<file path="config.mk">
export PLATFORM = sky130hd
export DESIGN_NAME = serial_frame_deframer_xor
export DESIGN_NICKNAME = d
export VERILOG_FILES = /design/src/rtl/sfd_pkg.sv /design/src/rtl/sfd_cfg_regs.sv /design/src/rtl/sfd_parser.sv /design/src/rtl/serial_frame_deframer_xor.sv
export SDC_FILE = /design/constraint.sdc
export NUM_CORES = 1
export LEC_CHECK = 0
export BUFFER_PORTS_ARGS = -buffer_cell sky130_fd_sc_hd__clkbuf_2
export CORE_MARGIN = 1.5
export CORE_UTILIZATION = 31
export DETAILED_ROUTE_END_ITERATION = 12
export GPL_TIMING_DRIVEN = 0
export PLACE_DENSITY = 0.57
export SLEW_MARGIN = 0
export SYNTH_ARGS = -nofsm -noshare
export SYNTH_HDL_FRONTEND = slang
export SYNTH_SLANG_ARGS = --single-unit
export TNS_END_PERCENT = 100
</file>
<file path="constraint.sdc">
create_clock -name clk_i -period 3.8 [get_ports clk_i]
set_input_delay 0.19 -clock clk_i [delete_from_list [all_inputs] [get_ports clk_i]]
set_output_delay 0.19 -clock clk_i [all_outputs]
set_load 0.02 [all_outputs]
</file>
<file path="src/rtl/sfd_pkg.sv">
`default_nettype none
// ----------------------------------------------------------------------------
// sfd_pkg
// Types and constants shared by the serial frame deframer modules.
// ----------------------------------------------------------------------------
package sfd_pkg;

  localparam logic [7:0] HeadFirstReset  = 8'd170;
  localparam logic [7:0] HeadSecondReset = 8'd85;
  localparam logic [7:0] TailFirstReset  = 8'd13;
  localparam logic [7:0] TailSecondReset = 8'd10;

  typedef enum logic [1:0] {
    CFG_HEAD_FIRST  = 2'd0,
    CFG_HEAD_SECOND = 2'd1,
    CFG_TAIL_FIRST  = 2'd2,
    CFG_TAIL_SECOND = 2'd3
  } cfg_idx_e;

  typedef enum logic [3:0] {
    PH_IDLE    = 4'd0,
    PH_HEAD1   = 4'd1,
    PH_TASK_HI = 4'd2,
    PH_TASK_LO = 4'd3,
    PH_LENGTH  = 4'd4,
    PH_PAYLOAD = 4'd5,
    PH_CHECK   = 4'd6,
    PH_TAIL1   = 4'd7,
    PH_TAIL2   = 4'd8
  } phase_e;

  typedef enum logic [1:0] {
    KIND_PAYLOAD = 2'd0,
    KIND_GOOD    = 2'd1,
    KIND_BAD     = 2'd2,
    KIND_ABORT   = 2'd3
  } kind_e;

  typedef struct packed {
    logic [7:0] head_first;
    logic [7:0] head_second;
    logic [7:0] tail_first;
    logic [7:0] tail_second;
  } cfg_t;

  typedef struct packed {
    kind_e       kind;
    logic [7:0]  data_byte;
    logic [7:0]  byte_index;
    logic [15:0] job_id;
    logic [7:0]  payload_length;
  } res_t;

endpackage
`default_nettype wire

</file>
<file path="src/rtl/sfd_cfg_regs.sv">
`default_nettype none
// ----------------------------------------------------------------------------
// sfd_cfg_regs
// Header and trailer match registers behind a simple write port.
// ----------------------------------------------------------------------------
module sfd_cfg_regs (
  input  wire logic         clk_i,
  input  wire logic         rst_ni,
  input  wire logic         cfg_we_i,
  input  wire logic [1:0]   cfg_index_i,
  input  wire logic [7:0]   cfg_data_i,
  output sfd_pkg::cfg_t     cfg_o
);
  import sfd_pkg::*;

  cfg_t cfg_q, cfg_d;

  always_comb begin
    cfg_d = cfg_q;
    if (cfg_we_i) begin
      case (cfg_idx_e'(cfg_index_i))
        CFG_HEAD_FIRST:  cfg_d.head_first  = cfg_data_i;
        CFG_HEAD_SECOND: cfg_d.head_second = cfg_data_i;
        CFG_TAIL_FIRST:  cfg_d.tail_first  = cfg_data_i;
        CFG_TAIL_SECOND: cfg_d.tail_second = cfg_data_i;
        default:         cfg_d = cfg_q;
      endcase
    end
  end

  always_ff @(posedge clk_i or negedge rst_ni) begin
    if (!rst_ni) begin
      cfg_q.head_first  <= HeadFirstReset;
      cfg_q.head_second <= HeadSecondReset;
      cfg_q.tail_first  <= TailFirstReset;
      cfg_q.tail_second <= TailSecondReset;
    end else begin
      cfg_q <= cfg_d;
    end
  end

  assign cfg_o = cfg_q;

endmodule
`default_nettype wire

</file>
<file path="src/rtl/sfd_parser.sv">
`default_nettype none
// ----------------------------------------------------------------------------
// sfd_parser
// Frame state machine with running XOR; one byte per step, at most one result.
// ----------------------------------------------------------------------------
module sfd_parser (
  input  wire logic         clk_i,
  input  wire logic         rst_ni,
  input  wire logic         step_i,
  input  wire logic [7:0]   byte_i,
  input  wire sfd_pkg::cfg_t cfg_i,
  output logic              res_valid_o,
  output sfd_pkg::res_t     res_o
);
  import sfd_pkg::*;

  phase_e      phase_q, phase_d;
  logic [7:0]  left_q, left_d;
  logic [7:0]  count_q, count_d;
  logic [7:0]  xor_q, xor_d;
  logic [15:0] task_q, task_d;
  logic [7:0]  len_q, len_d;
  logic        ok_q, ok_d;

  always_comb begin
    phase_d = phase_q;
    left_d  = left_q;
    count_d = count_q;
    xor_d   = xor_q;
    task_d  = task_q;
    len_d   = len_q;
    ok_d    = ok_q;

    res_valid_o          = 1'b0;
    res_o.kind           = KIND_ABORT;
    res_o.data_byte      = 8'd0;
    res_o.byte_index     = 8'd0;
    res_o.job_id         = task_q;
    res_o.payload_length = len_q;

    if (step_i) begin
      case (phase_q)
        PH_IDLE: begin
          if (byte_i == cfg_i.head_first) begin
            phase_d = PH_HEAD1;
            xor_d   = byte_i;
          end
        end
        PH_HEAD1: begin
          if (byte_i == cfg_i.head_second) begin
            phase_d = PH_TASK_HI;
            xor_d   = xor_q ^ byte_i;
          end else begin
            phase_d = PH_IDLE;
          end
        end
        PH_TASK_HI: begin
          task_d  = {byte_i, 8'd0};
          xor_d   = xor_q ^ byte_i;
          phase_d = PH_TASK_LO;
        end
        PH_TASK_LO: begin
          task_d  = {task_q[15:8], byte_i};
          xor_d   = xor_q ^ byte_i;
          phase_d = PH_LENGTH;
        end
        PH_LENGTH: begin
          len_d   = byte_i;
          left_d  = byte_i;
          count_d = 8'd0;
          xor_d   = xor_q ^ byte_i;
          phase_d = PH_PAYLOAD;
        end
        PH_PAYLOAD: begin
          res_valid_o = 1'b1;
          if (left_q == 8'd0) begin
            phase_d = PH_IDLE;
          end else begin
            xor_d            = xor_q ^ byte_i;
            left_d           = left_q - 8'd1;
            count_d          = count_q + 8'd1;
            res_o.kind       = KIND_PAYLOAD;
            res_o.data_byte  = byte_i;
            res_o.byte_index = count_q;
            if (left_q == 8'd1) begin
              phase_d = PH_CHECK;
            end
          end
        end
        PH_CHECK: begin
          ok_d    = (byte_i == xor_q);
          phase_d = PH_TAIL1;
        end
        PH_TAIL1: begin
          if (byte_i == cfg_i.tail_first) begin
            phase_d = PH_TAIL2;
          end else begin
            phase_d     = PH_IDLE;
            res_valid_o = 1'b1;
          end
        end
        PH_TAIL2: begin
          phase_d     = PH_IDLE;
          res_valid_o = 1'b1;
          if (byte_i == cfg_i.tail_second) begin
            res_o.kind = ok_q ? KIND_GOOD : KIND_BAD;
          end
        end
        default: begin
          phase_d = PH_IDLE;
        end
      endcase
    end
  end

  always_ff @(posedge clk_i or negedge rst_ni) begin
    if (!rst_ni) begin
      phase_q <= PH_IDLE;
      left_q  <= 8'd0;
      count_q <= 8'd0;
      xor_q   <= 8'd0;
      task_q  <= 16'd0;
      len_q   <= 8'd0;
      ok_q    <= 1'b0;
    end else begin
      phase_q <= phase_d;
      left_q  <= left_d;
      count_q <= count_d;
      xor_q   <= xor_d;
      task_q  <= task_d;
      len_q   <= len_d;
      ok_q    <= ok_d;
    end
  end

endmodule
`default_nettype wire

</file>
<file path="src/rtl/serial_frame_deframer_xor.sv">
`default_nettype none
// ----------------------------------------------------------------------------
// serial_frame_deframer_xor
// Length-prefixed frame parser with XOR checksum over a received byte stream.
// Each item is held in the input register, and its result in the output register.
// Throughput: one item per cycle while out_stall_i does not hold a waiting result.
// Reset clears the parser state and loads the default header and trailer.
// ----------------------------------------------------------------------------
module serial_frame_deframer_xor (
  input  wire logic         clk_i,
  input  wire logic         rst_ni,
  input  wire logic         in_valid_i,
  output logic              in_stall_o,
  input  wire logic [7:0]   in_rx_byte_i,
  output logic              out_valid_o,
  input  wire logic         out_stall_i,
  output logic [1:0]        out_kind_o,
  output logic [7:0]        out_data_byte_o,
  output logic [7:0]        out_byte_index_o,
  output logic [15:0]       out_job_id_o,
  output logic [7:0]        out_payload_length_o,
  input  wire logic         cfg_we_i,
  input  wire logic [1:0]   cfg_index_i,
  input  wire logic [7:0]   cfg_data_i
);
  import sfd_pkg::*;

  cfg_t       cfg;
  logic       in_valid_q;
  logic [7:0] in_byte_q;
  logic       out_valid_q, out_valid_d;
  res_t       out_res_q;
  logic       out_free;
  logic       advance;
  logic       res_valid;
  res_t       res;

  sfd_cfg_regs u_cfg (
    .clk_i       (clk_i),
    .rst_ni      (rst_ni),
    .cfg_we_i    (cfg_we_i),
    .cfg_index_i (cfg_index_i),
    .cfg_data_i  (cfg_data_i),
    .cfg_o       (cfg)
  );

  sfd_parser u_parser (
    .clk_i       (clk_i),
    .rst_ni      (rst_ni),
    .step_i      (advance),
    .byte_i      (in_byte_q),
    .cfg_i       (cfg),
    .res_valid_o (res_valid),
    .res_o       (res)
  );

  assign out_free   = !out_valid_q || !out_stall_i;
  assign advance    = in_valid_q && out_free;
  assign in_stall_o = in_valid_q && !out_free;

  always_comb begin
    out_valid_d = out_valid_q;
    if (out_free) begin
      out_valid_d = advance && res_valid;
    end
  end

  always_ff @(posedge clk_i or negedge rst_ni) begin
    if (!rst_ni) begin
      in_valid_q  <= 1'b0;
      out_valid_q <= 1'b0;
    end else begin
      if (!in_stall_o) begin
        in_valid_q <= in_valid_i;
      end
      out_valid_q <= out_valid_d;
    end
  end

  always_ff @(posedge clk_i) begin
    if (!in_stall_o && in_valid_i) begin
      in_byte_q <= in_rx_byte_i;
    end
    if (advance && res_valid) begin
      out_res_q <= res;
    end
  end

  assign out_valid_o          = out_valid_q;
  assign out_kind_o           = out_res_q.kind;
  assign out_data_byte_o      = out_res_q.data_byte;
  assign out_byte_index_o     = out_res_q.byte_index;
  assign out_job_id_o         = out_res_q.job_id;
  assign out_payload_length_o = out_res_q.payload_length;

  a_stall_only_when_blocked: assert property (
    @(posedge clk_i) disable iff (!rst_ni)
    in_stall_o |-> (out_valid_o && out_stall_i)
  ) else $error("Input stalled while the output register could take an item.");

  a_no_data_on_status: assert property (
    @(posedge clk_i) disable iff (!rst_ni)
    (out_valid_o && out_kind_o != KIND_PAYLOAD)
      |-> (out_data_byte_o == 8'd0 && out_byte_index_o == 8'd0)
  ) else $error("Status item carries payload data or index.");

  a_index_in_range: assert property (
    @(posedge clk_i) disable iff (!rst_ni)
    (out_valid_o && out_kind_o == KIND_PAYLOAD)
      |-> (out_byte_index_o < out_payload_length_o)
  ) else $error("Payload index beyond the frame length.");

endmodule
`default_nettype wire
</file>
==> out/qor.txt <==
status -> finished clean
Post-Syn Area per Cell -> 12.3 um2
DR vias -> 4,434
Routed WL -> 14,700 um
Ys Warns -> 0
first-pass GRT wire length -> 24,000 um
hold path endpoint -> u_cfg.cfg_o[23]
met1 WL -> 6720 um
antenna violations before repair -> 0
CTS clk-pin slew, worst paths -> 0.06 ns
I/O Buffers -> 66
final non-filler cell total -> 899
Main synth FF type -> dfrtp_1
count of final setup violators -> 0
# hold bufs at CTS -> 10
Syn-to-layout area delta -> 22.2%
power per cell area -> 599 nW/um2
Post-Synthesis Cells -> 519
post-synthesis mux area share -> 9.15%
TritonCTS clock tree -> yes
DR pass1 iterations -> 5
Die Width -> 146 um
post-place instance area -> 7100 um2
share of cells above drive strength 1 -> 30.8%
RSZ-0062 raised after global routing -> false
FP Rows -> 52
drc violations -> 0
gr usage total -> 14.7%
Ports -> 67
Arr. time, crit path -> 3.00 ns
Buffers & Inverters on Critical Path -> 2
Synth async-reset ratio -> 63.5%
total grt overflow -> 0
critical path class -> reg -> reg
initial DRC count -> 327
Fin Clk Skew -> 0.00777 ns
number of diodes -> 0
Worst path slowest cell -> clkbuf_1
Core Footprint -> 20,200 um2
Worst EP required -> 3.98 ns
H-tree Lvls -> 4
Util after Layout -> 38.5%
Setup Buffers After CTS -> 0
worst-margin pin slew -> 0.798 ns
worst path cell trace -> clkbuf_1 -> xor2_1 -> nor4_1 -> a21oi_1 -> nor2_1 -> nor2_4 -> buf_12
Final Net Count -> 642
Sink Count -> 137
Met3 Wirelength -> 841 um
hold wc startpoint -> cfg_data_i[7]
hold path depth -> 2
clock root buffer master -> clkbuf_16
maximum number of pins on one net before global-route repair -> 60
Reg2Reg Depth -> 7
crit-path leading delay family -> simple AND/OR/NAND/NOR gates
adder-cell share of the synthesized area -> 0.589%
Tcrit/Tclk final -> 74.4%
XOR/XNOR Fraction of Synth Area -> 5.77%
reg2reg setup slack -> 0.97 ns
register area -> 3690 um2
DIE AREA -> 21,400 um2
final instance area -> 7790 um2
Post-CTS Resized -> 0
min-delay worst type -> in -> reg
area of the multi-input gates -> 2510 um2
vias in the first global route -> 4,475
GPL Wtd Cong -> 0.824
hpwl dp -> 10,000 um
EDFF count, synth -> 50
Max VDD drop -> 0.405 mV
Die H -> 146 um
compound-gate portion of the synthesized area -> 7.67%
register area share after synthesis -> 58.0%
Critical Path Start Type -> flop
fillers -> 1,959
CP max stage delay -> 0.59 ns
Slew headroom -> 46.8%
worst skew pair latency -> 0.43 ns
max-cap violations -> 0
#FFs+latches synth -> 137
static leakage -> 0.00321 uW
dpl cells -> 857
final-report hold violation count -> 0
Critical Path Stages -> 7
RR Endpoint -> out_byte_index_o[4]
minimum clock period -> 2.83 ns
Max Clk Rate -> 0.354 GHz
vias per cell -> 4.93
RR Startpoint -> in_byte_q[5]
area share of and/or/nand/nor cells after synthesis -> 16.0%
Initial Util -> 31.5%
largest family of logic cells by synthesized area -> simple AND/OR/NAND/NOR gates
mapped cell area -> 6370 um2
Num CTS Buffers -> 17
Max Buffers Root-to-Sink -> 2
post-synth net total -> 545
count of pins over their slew limit -> 0
Critical Path End Type -> flop
Synth cell types -> 62
WL/cell -> 16.4 um
Worst Path Max Fanout -> 34
post-route ant nets -> 0
top sig layer -> met4
met2 wire length -> 6880 um
hold slack -> 0.0497 ns
==> worst register-to-register path, delay by kind of cell, from the launching register on <==
| kind | cells | cell delay [ns] |
|---|---|---|
| AO/OA/AOI/OAI | 1 | 0.16 |
| XOR/XNOR | 1 | 0.13 |
| buffers and inverters | 2 | 0.81 |
| flip-flops | 1 | 0.50 |
| AND/OR/NAND/NOR | 3 | 0.96 |
==> sequential cells by signal (all words and copies together), names as in the netlist, 8 cells and up <==
| register | cells |
|---|---|
| out_data_byte_o | 8 |
| u_parser.len_q | 8 |
| u_cfg.cfg_o | 32 |
| out_payload_length_o | 8 |
| u_parser.left_q | 8 |
| u_parser.xor_q | 8 |
| u_parser.task_q | 16 |
| u_parser.count_q | 8 |
| out_job_id_o | 16 |
| in_byte_q | 8 |
| out_byte_index_o | 8 |
==> where the power goes <==
part	internal (uW)	switching [uW]
logic	459	678
clock network	991	657
registers	1740	138
==> layer usage <==
metal	vias up	track usage, %
met1	2158	19.5
met5	-	0
li1	2086	-
met2	164	22.4
met3	26	4.50
met4	0	5.71
==> area by class of cell <==
type,count,share of cell area [%]
plain buffers,29,1.90
multi-input cells,344,32.2
flip-flops and latches,137,47.4
clock buffers,20,5.74
inverters,9,0.434
clock inverters,12,1.80
well taps,270,4.34
repair buffers,78,6.17
==> Yosys cell counts (all sizes together) (5+ instances only) <==
cell type,n,area share [%]
a21oi,12,0.94
nor2,34,2.0
edfxtp,50,24
inv,9,0.53
xor2,28,3.8
and3,26,2.6
nor3b,8,1.1
clkbuf,17,1.0
nand3b,12,1.5
dfrtp,74,29
buf,12,1.3
nor4,16,1.7
o21ai,33,2.6
nand4,6,0.59
nor3,5,0.39
and2,9,0.88
dfstp,13,5.4
a2111oi,8,1.1
or3b,7,0.96
mux2,50,8.8
xnor2,14,1.9
nand3,10,0.79
nand2,28,1.6
==> worst max path at each step <==
stage                  from                 endpoint  slack [ns]
3_5_place_dp   in_byte_q[5]      out_byte_index_o[5]        0.98
3_3_place_gp   in_byte_q[1]       out_data_byte_o[7]       -0.86
2_1_floorplan  in_byte_q[5]      out_byte_index_o[0]        0.47
6_report       in_byte_q[5]      out_byte_index_o[4]        0.97
5_1_grt        in_byte_q[5]  out_payload_length_o[5]        0.87
4_1_cts        in_byte_q[5]       out_data_byte_o[2]        0.96
==> metrics by stage <==
step	total power [uW]	TNS, ns	worst slack (ns)
2_1_floorplan	2700	0	0.466
5_1_grt	4900	0	0.872
3_5_place_dp	3020	0	0.976
3_3_place_gp	2970	-35.87	-0.859
4_1_cts	4690	0	0.959
6_report	4660	0	0.972
==> cell families (layout without fill, tap and decap cells) <==
group                      Yosys count  count (layout)
AOI/OAI and AO/OA                   71              71
xor gates and xnor gates            42              42
adders and majority gates            3               3
buffers and inverters               38             148
DFF                                137             137
muxes                               52              52
and+or+nand+nor                    176             176
==> cells in the final DEF (no fill, tap or decap), types with 3 or more instances in the layout <==
master,netlist,routed
a2111oi_0,8,8
a21oi_1,12,12
and2_1,9,9
and3_1,26,26
buf_2,7,7
buf_6,3,3
clkbuf_1,17,19
clkbuf_16,0,17
clkbuf_2,0,65
clkinvlp_4,0,3
dfrtp_1,74,74
dfstp_2,13,13
dlygate4sd3_1,0,10
edfxtp_1,50,50
ha_1,3,3
inv_1,8,8
inv_6,0,4
mux2_2,48,48
nand2_1,28,28
nand2b_1,3,3
nand3_1,10,10
nand3b_1,11,11
nand4_1,6,6
nor2_1,33,32
nor3_1,5,5
nor3b_1,6,6
nor4_1,15,15
o21ai_0,33,33
or3b_2,6,6
xnor2_1,14,14
xor2_1,28,28
Power figures use the tool's default switching activity.
